==> src/hw/rtl/meh_pkg.sv <==
// shared types and constants for the midi event humanizer
// no dependencies; used by meh_div and midi_event_humanizer
`timescale 1ns / 1ps

package meh_pkg;

    // configuration register indexes
    localparam logic [2:0] CFG_SEED      = 3'd0;
    localparam logic [2:0] CFG_JITTER    = 3'd1;
    localparam logic [2:0] CFG_VEL_RANGE = 3'd2;
    localparam logic [2:0] CFG_SWING     = 3'd3;
    localparam logic [2:0] CFG_SNAP_EN   = 3'd4;
    localparam logic [2:0] CFG_GRID      = 3'd5;
    localparam logic [2:0] CFG_POST      = 3'd6;

    // post-shift styles
    localparam logic [1:0] POST_NONE   = 2'd0;
    localparam logic [1:0] POST_LAID   = 2'd1;
    localparam logic [1:0] POST_PUSHED = 2'd2;

    // mt19937-64
    localparam int          TW_N      = 312;
    localparam int          TW_M      = 156;
    localparam int          TW_AW     = 9;
    localparam logic [63:0] TW_MATRIX = 64'hB502_6F5A_A966_19E9;
    localparam logic [63:0] TW_UPPER  = 64'hFFFF_FFFF_8000_0000;
    localparam logic [63:0] TW_LOWER  = 64'h0000_0000_7FFF_FFFF;
    localparam logic [63:0] TW_SEED_MUL = 64'h5851_F42D_4C95_7F2D;
    localparam logic [63:0] TMP_B     = 64'h5555_5555_5555_5555;
    localparam logic [63:0] TMP_C     = 64'h71D6_7FFF_EDA6_0000;
    localparam logic [63:0] TMP_D     = 64'hFFF7_EEE0_0000_0000;

    // tick arithmetic
    localparam int TICK_W = 35;
    typedef logic signed [TICK_W-1:0] t_tick;
    localparam t_tick TICK_MAX = 35'sh0_7FFF_FFFF;

    // velocity / 10 as multiply by reciprocal, exact below 16384
    localparam logic [12:0] RECIP_10 = 13'd6554;

    typedef struct packed {
        logic        start;
        logic [63:0] dividend;
        logic [15:0] divisor;
    } t_div_req;

    typedef struct packed {
        logic        done;
        logic [63:0] quot;
        logic [15:0] rem;
    } t_div_rsp;

endpackage

==> src/hw/rtl/meh_div.sv <==
// bit-serial restoring divider, 64-bit dividend by 16-bit divisor, one bit a cycle
// depends on meh_pkg
`timescale 1ns / 1ps

module meh_div (
    input  logic              i_clk,
    input  logic              i_rst_n,
    input  meh_pkg::t_div_req i_req,
    output meh_pkg::t_div_rsp o_rsp
);

    import meh_pkg::*;

    logic [63:0] r_q;
    logic [15:0] r_r;
    logic [15:0] r_d;
    logic [6:0]  r_cnt;
    logic        r_busy;
    logic        r_done;
    logic [16:0] w_t;
    logic        w_ge;

    assign w_t  = {r_r, r_q[63]};
    assign w_ge = w_t >= {1'b0, r_d};

    always_ff @(posedge i_clk) begin
        if (!i_rst_n) begin
            r_busy <= 1'b0;
            r_done <= 1'b0;
            r_cnt  <= '0;
        end else begin
            r_done <= 1'b0;
            if (i_req.start) begin
                r_busy <= 1'b1;
                r_cnt  <= 7'd64;
            end else if (r_busy) begin
                r_cnt <= r_cnt - 7'd1;
                if (r_cnt == 7'd1) begin
                    r_busy <= 1'b0;
                    r_done <= 1'b1;
                end
            end
        end
    end

    always_ff @(posedge i_clk) begin
        if (i_req.start) begin
            r_q <= i_req.dividend;
            r_r <= '0;
            r_d <= i_req.divisor;
        end else if (r_busy) begin
            r_q <= {r_q[62:0], w_ge};
            r_r <= w_ge ? 16'(w_t - {1'b0, r_d}) : w_t[15:0];
        end
    end

    assign o_rsp.done = r_done;
    assign o_rsp.quot = r_q;
    assign o_rsp.rem  = r_r;

endmodule

==> config.mk <==
export PLATFORM = sky130hd
export DESIGN_NAME = meh_div
export DESIGN_NICKNAME = d
export VERILOG_FILES = /design/src/hw/rtl/meh_pkg.sv /design/src/hw/rtl/meh_div.sv
export SDC_FILE = /design/constraint.sdc
export NUM_CORES = 1
export LEC_CHECK = 0
export BUFFER_PORTS_ARGS = -buffer_cell sky130_fd_sc_hd__buf_2
export CAP_MARGIN = 20
export CORE_AREA = 3 3 106 108
export CTS_CLUSTER_SIZE = 24
export DETAILED_ROUTE_END_ITERATION = 10
export DIE_AREA = 0 0 109 111
export PLACE_DENSITY = 0.81
export SETUP_SLACK_MARGIN = 0.1
export SLEW_MARGIN = 20
export SYNTH_ARGS = -nofsm -noshare
export SYNTH_HDL_FRONTEND = slang
export SYNTH_SLANG_ARGS = --single-unit
==> constraint.sdc <==
create_clock -name i_clk -period 5.3 [get_ports i_clk]
set_input_delay 0 -clock i_clk [delete_from_list [all_inputs] [get_ports i_clk]]
set_output_delay 0 -clock i_clk [all_outputs]
set_load 0.03 [all_outputs]
Word level (Yosys, flattened, before mapping):

Index checks and enable logic that the tools add are counted.
Widths: inputs -> output; s select.

* reduce and logical (&&, ||, !) cells: 3
* magnitude comparators: 1
* shift-type cells: 0
* $mul: 0
* bitwise gates (word level): 2
* div/mod/pow operators: 0
* add/sub/neg operators: 2
* mux-type cells: 9
* equality and inequality tests: 1

Operators by type and width (number)
* $mux 64: 2
* $ge 17x16->1: 1
* $mux 16: 1
* $sub 16x16->16: 1
* $mux 7: 2
* $eq 7x1->1 const B: 1
* $sub 7x1->7 const B: 1
* $mux 1: 4
* $reduce_or 3->1: 1
* $not 1->1: 2
* $reduce_bool 2->1: 1
* $reduce_or 2->1: 1

* register bits: 105
* word-level logic and storage cells: 25
* latch bits: 0
* ROM bits: 0
* memory bits (writable): 0
* memories kept: 0
* output and inout bits: 81
* bits of input ports: 83

Depth between registers and ports, before layout:

Gate-level depths: netlist of the first run.

* depth after elaboration: 4
* depth in mapped cells: 10
* gate-level depth less buffers: 10

Worst setup path before layout of the first run:

OpenSTA, ideal clock, no wires.

* path kind: flip-flop to flip-flop
* start: register r_r[13]
* end: register r_r[12]
* path slack: 2.777 ns
* required time: 5.242 ns
* library setup time: 0.058 ns
* period minus slack after synthesis: 2.523 ns
* cell stages (with the launch flop): 10
* path buffers: 1
* data arrival time: 2.464 ns
* path through: dfxtp_1 -> ha_1 -> a21o_1 -> a211oi_4 -> o41ai_2 -> a2111oi_4 -> nor2_4 -> buf_6 -> o31ai_2 -> a31o_1

* cells in the longest elaborated chain, start to end: 2

RTL lines
* start, declared: RTL line meh_div.sv:15 `logic [15:0] r_r;`
* start signal, assigned: RTL line meh_div.sv:53 `r_r <= w_ge ? 16'(w_t - {1'b0, r_d}) : w_t[15:0];`
* $ge 17x16->1: RTL line meh_div.sv:24 `assign w_ge = w_t >= {1'b0, r_d};`
* $mux 16: RTL line meh_div.sv:53

Every way passes these cells.
A chain may end at the register's enable or synchronous reset.

Worst setup path in the final report of the first run:

* start: register r_d[6]
* end: register r_r[1]

* cells in the longest elaborated chain, start to end: 2

RTL lines
* start, declared: RTL line meh_div.sv:16 `logic [15:0] r_d;`
* start signal, assigned: RTL line meh_div.sv:50 `r_d <= i_req.divisor;`
* $ge 17x16->1: RTL line meh_div.sv:24
* $mux 16: RTL line meh_div.sv:53

Every way passes these cells.

==> impl_results.md, run 1 <==
* Dominant cell type by area after synthesis: edfxtp_1
* Critical Path Start Type: register
* Max incr delay on CP at 0.54 ns
* Internal power at 1.45 mW
* Routed wire length at 13,900 um
* Delay-heaviest family, CP: simple AND/OR/NAND/NOR gates
* CP Buf/Inv Count at 1
* Cells along the critical path: inv_1, ha_1, nand4_1, o41ai_2, a2111oi_4, nor2_4, mux2_2, o21ai_1
* Clk pwr share at 25.9%
* GR Util All Layers at 23.8%
* Post-Synthesis Cell Area at 5140 um^2
* Worst Path Arrival at 2.98 ns
* # H-tree levels at 3
* Mapped Nets at 506
* Fin. max-slew vios at 0
* Worst path required time at 5.60 ns
* Final setup TNS at 0 ns
* TritonCTS clock tree: built
* Worst-path maximum fanout at 19
* CTS Root Cell: clkbuf_8
* Synth cell types at 50
* Final Power at 2.08 mW
* Post-synthesis cell count at 404
* Clock buffer depth at 2
* Die Ht at 111 um
* Power Density at 292 nW/um^2
* Fin nets at 750
* Finished Layout Cells at 790
* Layout area overhead at 38.5%
* Max_cap viols at 0
* Net Sw Power at 0.621 mW
* DRC violations left at 0
* Die width at 109 um
* GP Congestion at 0.888
* Commonest register cell after synthesis: edfxtp_1
* Leakage power at 3.01 nW
* FMAX at 374 MHz
* Flop pwr share at 49.4%
* Site Rows at 37
* Logic pwr share at 24.8%
* CTS Hold Buffers Added at 82
* Post-synth EDFFs at 80
* Tcrit/Tclk final at 50.5%
* Setup ws final at 2.62 ns
* IO Port Bufs at 163
* Sw Share at 29.9%
* Asr flop ratio synth at 0%
* Synth area leaders: edfxtp_1, mux2_2, dfxtp_1
* Worst hold path type: input port to register
* Die ar. at 12,100 um^2
* # Post-CTS Setup Buffers at 0
* GR Overflow Total at 0
* Post-route ant nets at 0
* Final Hold Viols at 0
* Worst setup EP type: register
* Synthesized area per cell at 12.7 um^2
* CTS buffer count at 9
* Clock-pin slew on the worst setup and hold paths at 0.10 ns
* Dpl cells at 691
* Yosys top cell area share at 46.7%
* Post-DR wirelength/cell at 17.6 um
* Skew final at 0.0114 ns
* Vias in the first global route at 4,583
* Most frequent cell after synthesis: edfxtp_1
* Initial antenna violation count at 1
* Initial core utilization at 49.8%
* RSZ-0062 raised after global routing: no
* Worst slew pin tran at 1.05 ns
* Seq cells post-synth at 105
* Tmin final at 2.68 ns
* Crit path max-delay cell type: nor2_4
* Worst VDD drop at 0.000178 V
* Commonest cells post-synth: edfxtp_1, mux2_2, nor2_1
* Largest net degree at the start of global routing at 85
* Clock Sinks at 105
* Drt first-iter violations at 195
* Fin util at 68.9%
* Layout cells sized above 1 at 38.7%
* Synth warn at 0
* Setup Slack @ Placement at 2.65 ns
* Rel. slew slack at 29.7%
* Seq/Total Area, Yosys at 56.5%
* Setup violators final at 0
* Post-CTS sizing at 0
* Final HPWL DP at 8850 um
* DR vias/cell at 5.35
* Core footprint at 10,300 um^2
* Drt pass-1 iters at 4
* Crit path kind: register to register
* Status: complete, no violations
* First-pass GRT wire length at 22,500 um
* IO Count at 164
* Skew-Pair Late Insertion Delay at 0.37 ns
* Vias at 4,226
layout by cell type (no fill, tap or decap), types with 2 or more instances in the layout:
cell type	n
buf_2	162
dlygate4sd3_1	82
edfxtp_1	80
mux2_2	64
nor2_1	33
nand2_1	26
dfxtp_1	25
inv_1	24
ha_1	18
o21ai_0	16
a21oi_1	13
xnor2_1	11
mux2i_1	9
clkbuf_8	9
a211oi_1	8
nand3_1	6
xor2_1	6
a21o_1	5
buf_4	4
nor2b_1	3
nand2b_1	3
o21a_1	3
nor3_1	3
nand4_1	2
o31ai_1	2
o211ai_1	2
o31ai_2	2
a31o_1	2
a21boi_0	2
clkbuf_1	2
bufinv_16	2
metrics by stage:
step	cell area, um^2	hold WS [ns]
global route	7120	0.304
detailed placement	6080	0.179
CTS	7120	0.308
global placement	6080	0.178
floorplan	5140	0.0989
finish	7120	0.330
area by class of cell:
class	count	area [um^2]
clock inverters	5	80.1
clock buffers	11	131
diodes	1	2.50
inverters	25	93.8
flip-flops and latches	105	2900
repair buffers	248	1660
well taps	136	170
fillers	704	3210
multi-input cells	259	2080
worst paths after layout:
check                               to  slack, ns  depth (start not counted)      from
worst max-delay path            r_r[1]       2.62                          8    r_d[6]
worst min-delay path            r_d[9]       0.33                          2  i_req[9]
worst max register to register  r_r[1]       2.62                          8    r_d[6]
worst min register to register  r_r[1]       0.50                          2    r_r[1]
logic make-up after synthesis:
| group | after synthesis | share of synthesized area (%) |
|---|---|---|
| muxes | 73 | 15.8 |
| AOI/OAI and AO/OA | 68 | 9.88 |
| DFF | 105 | 56.5 |
| and+or+nand+nor | 82 | 7.06 |
| xor gates and xnor gates | 17 | 2.90 |
| adders and majority gates | 19 | 4.77 |
| buffers and inverters | 40 | 3.16 |
metal layers:
| layer | track usage [%] | wire length (um) | vias up | share of wire, % |
|---|---|---|---|---|
| met3 | 7.05 | 996 | 41 | 7.2 |
| met2 | 40.5 | 7070 | 202 | 51 |
| met5 | 0 | 0 | - | 0 |
| met4 | 9.76 | 404 | 0 | 2.9 |
| met1 | 27.6 | 5390 | 2012 | 39 |
| li1 | - | - | 1971 | - |
power by group through the flow:
stage / combinational [mW] / clock, mW / sequential [mW]
finish: 0.514 / 0.537 / 1.02
global route: 0.554 / 0.575 / 1.03
CTS: 0.507 / 0.551 / 1.02
detailed placement: 0.459 / 0 / 1.03
global placement: 0.448 / 0 / 1.03
floorplan: 0.204 / 0 / 1.15
flip-flops by register name (all words and copies together), names as in the netlist:
register / cells
r_d: 16
r_q: 64
r_cnt: 7
r_done: 1
r_busy: 1
r_r: 16
Power figures use the tool's default switching activity.
==> run 2, diff against run 1 <==
--- a/config.mk
+++ b/config.mk
@@ -5,13 +5,14 @@
 export SDC_FILE = /design/constraint.sdc
 export NUM_CORES = 1
 export LEC_CHECK = 0
+export ABC_AREA = 1
 export BUFFER_PORTS_ARGS = -buffer_cell sky130_fd_sc_hd__buf_2
 export CAP_MARGIN = 20
-export CORE_AREA = 3 3 106 108
+export CORE_AREA = 3 3 110 112
 export CTS_CLUSTER_SIZE = 24
 export DETAILED_ROUTE_END_ITERATION = 10
-export DIE_AREA = 0 0 109 111
-export PLACE_DENSITY = 0.81
+export DIE_AREA = 0 0 113 115
+export PLACE_DENSITY = 0.8
 export SETUP_SLACK_MARGIN = 0.1
 export SLEW_MARGIN = 20
 export SYNTH_ARGS = -nofsm -noshare
==> constraint.sdc (replaced) <==
create_clock -name i_clk -period 2.8 [get_ports i_clk]
set_input_delay 0 -clock i_clk [delete_from_list [all_inputs] [get_ports i_clk]]
set_output_delay 0 -clock i_clk [all_outputs]
set_load 0.03 [all_outputs]
==> run 2 against run 1 <==
Net effect:
- critical path depth up 3
- fmax increased by 30%
- total power rose by 100%
- utilization down 1.6 points
- sequential share of layout area is 2.7 points lower
- cell count increased by 33%
- global-route usage grew 1.4 points
- wire length grew 18%
- register-to-register slack worse by 1.9 ns
- hold slack got worse by 0.28 ns
- largest power group unchanged
- highest routed layer unchanged
==> impl_results.md, run 2 <==
* Status: complete, no violations
* Synth warn at 0 (unchanged)
* Post-DR wirelength/cell at 15.6 um (-11%)
* Skew final at 0.00860 ns (-0.00279 ns)
* Drt pass-1 iters at 4 (unchanged)
* Final setup TNS at 0 ns (unchanged)
* Synth cell types at 37 (-26%)
* Post-Synthesis Cell Area at 5550 um^2 (+8.0%)
* Fin. max-slew vios at 0 (unchanged)
* Power Density at 545 nW/um^2 (+87%)
* Yosys top cell area share at 43.3% (-3.5 points)
* Max FFs per register at 64 (unchanged)
* Site Rows at 39 (+5.4%)
* IO Port Bufs at 163 (unchanged)
* Seq cells post-synth at 105 (unchanged)
* DR vias/cell at 5.05 (-5.6%)
* DRT met1 WL at 6220 um (+15%)
* Dominant cell type by area after synthesis: edfxtp_1
* CTS Hold Buffers Added at 80 (-2.4%)
* Vias at 5,287 (+25%)
* Worst path required time at 3.05 ns (-2.55 ns)
* Crit path kind: register to register
* Worst VDD drop at 0.000443 V (+150%)
* Commonest cells post-synth: nand2_1, edfxtp_1, inv_1
* IO Count at 164 (unchanged)
* Post-synthesis cell count at 660 (+63%)
* Mapped Nets at 762 (+51%)
* Clock-pin slew on the worst setup and hold paths at 0.07 ns (-0.03 ns)
* Final Power at 4.16 mW (+100%)
* Cell Area, Placed at 6490 um^2 (+6.6%)
* Worst hold path type: input port to register
* Seq/Total Area, Yosys at 52.3% (-4.2 points)
* Commonest cells after routing, fill and taps aside: nand2_1, buf_2, dlygate4sd3_1, edfxtp_1, inv_1
* # H-tree levels at 3 (unchanged)
* Final Instance Area at 7630 um^2 (+7.2%)
* Post-CTS sizing at 0 (unchanged)
* Most frequent cell after synthesis: nand2_1
* Fill cells at 885 (+26%)
* Fin nets at 1,001 (+33%)
* Post-synth EDFFs at 80 (unchanged)
* Worst slew pin tran at 0.687 ns (-0.367 ns)
* DR WL met3 at 1300 um (+31%)
* Initial core utilization at 49.0% (-0.76 points)
* Largest net degree at the start of global routing at 68 (-20%)
* Post-route ant nets at 0 (unchanged)
* Final HPWL DP at 10,300 um (+16%)
* GR Overflow Total at 0 (unchanged)
* Worst Path Arrival at 2.31 ns (-0.67 ns)
* Max layer used: met4
* Core footprint at 11,300 um^2 (+9.7%)
* GP Congestion at 0.927 (+4.3%)
* Largest regs: r_q (64), r_d (16), r_r (16)
* Critical Path Start Type: register
* Die Ht at 115 um (+3.6%)
* Hold Path Origin: i_req[16]
* Hold WS at 0.0502 ns (-0.280 ns)
* Worst setup EP type: register
* Setup violators final at 0 (unchanged)
* Max_cap viols at 0 (unchanged)
* Tcrit/Tclk final at 73.6% (+23 points)
* RSZ-0062 raised after global routing: no
* Routed wire length at 16,300 um (+18%)
* Layout area overhead at 37.4%
* Fin util at 67.4% (-1.6 points)
* Final Hold Viols at 0 (unchanged)
* GR Util All Layers at 25.2% (+1.4 points)
* Initial antenna violation count at 0 (-1)
* Tmin final at 2.06 ns (-0.613 ns)
* Synth area leaders: edfxtp_1, nand2_1, dfxtp_1
* Die ar. at 13,000 um^2 (+7.4%)
* # Post-CTS Setup Buffers at 0 (unchanged)
* Clock buffer depth at 2 (unchanged)
* Leakage power at 3.94 nW (+31%)
* FMAX at 485 MHz (+30%)
* Wire length on met2 at 8370 um (+18%)
* Worst r2r src: r_q[63]
* Commonest register cell after synthesis: edfxtp_1
* Skew-Pair Late Insertion Delay at 0.35 ns (-0.02 ns)
* CTS Root Cell: clkbuf_16
* Drt first-iter violations at 335 (+72%)
* CTS buffer count at 9 (unchanged)
* Die width at 113 um (+3.7%)
* Layout cells sized above 1 at 24.8% (-14 points)
* Worst-path maximum fanout at 3 (-16)
* Clock Sinks at 105 (unchanged)
* Synthesized area per cell at 8.41 um^2 (-34%)
* First-pass GRT wire length at 25,600 um (+14%)
* CP startpoint: r_q[63]
* Asr flop ratio synth at 0% (unchanged)
* Commonest non-fill, non-tap cell in the layout: nand2_1
* Vias in the first global route at 5,296 (+16%)
* TritonCTS clock tree: built
* Antenna diodes at 0 (-1)
* Top reg by flops: r_q
* Rel. slew slack at 54.2% (+24 points)
* DRC violations left at 0 (unchanged)
## run 2: cell types whose count changed in the layout (fill, tap and decap cells not counted), moves of 14 or more
cell      delta
nand3b_1    +18
nand3_1     +15
o21ai_0     -14
nand2_1    +296
nor2_1      -16
nand2_2     +16
inv_1       +35
mux2_2      -64
## run 2: critical path, cell delays in order (launching register included)
cell      delay [ns]
edfxtp_1        0.36
inv_1           0.06
ha_1            0.22
fa_1            0.44
o21bai_1        0.38
nand2_1         0.14
nand3_1         0.11
nand2_1         0.05
nand2_1         0.05
nand2_1         0.04
nand3_1         0.06
nand2_1         0.05
## run 2: path summary, 6_finish.rpt
| kind | depth (start not counted) | slack [ns] | to |
|---|---|---|---|
| max | 11 | 0.74 | r_r[8] |
| min | 3 | 0.05 | r_q[0] |
| max reg2reg | 11 | 0.74 | r_r[8] |
| min reg2reg | 2 | 0.49 | r_cnt[5] |
## run 2: layout make-up
type                            count  area, um^2  share of cell area [%]
Timing Repair Buffer              249        1670                    21.9
Clock buffer                        9         225                    2.95
Sequential cell                   105        2900                    38.0
Tap cell                          143         179                    2.35
Clock inverter                      7         116                    1.53
Inverter                           69         259                    3.39
Multi-Input combinational cell    465        2270                    29.8
## run 2: cells by family after synthesis
group,share of synthesized area (%)
AO/OA/AOI/OAI,2.03
adder cells (fa/ha/maj),4.42
flip-flops,52.3
buffers and inverters,6.76
AND/OR/NAND/NOR,33.4
XOR/XNOR,1.10
## run 2: power by group
group	switching, mW	internal, mW	leakage [nW]
combinational	0.523	0.287	2.76
clock	0.561	0.874	0.167
sequential	0.0778	1.83	1.02
total	1.16	2.99	3.94
## run 2: routing by layer
layer  track usage [%]  vias to the layer above
met5                 0                        -
met4              11.4                        0
met3              6.26                       39
met2              44.6                      268
met1              29.0                     2408
li1                  -                     2572
## run 2: stage by stage
stage,std cells,setup WS [ns]
after CTS,1047,0.795
after detailed placement,951,0.794
after global placement,951,0.837
final,1047,0.738
after global routing,1047,0.569
after floorplan,660,0.596
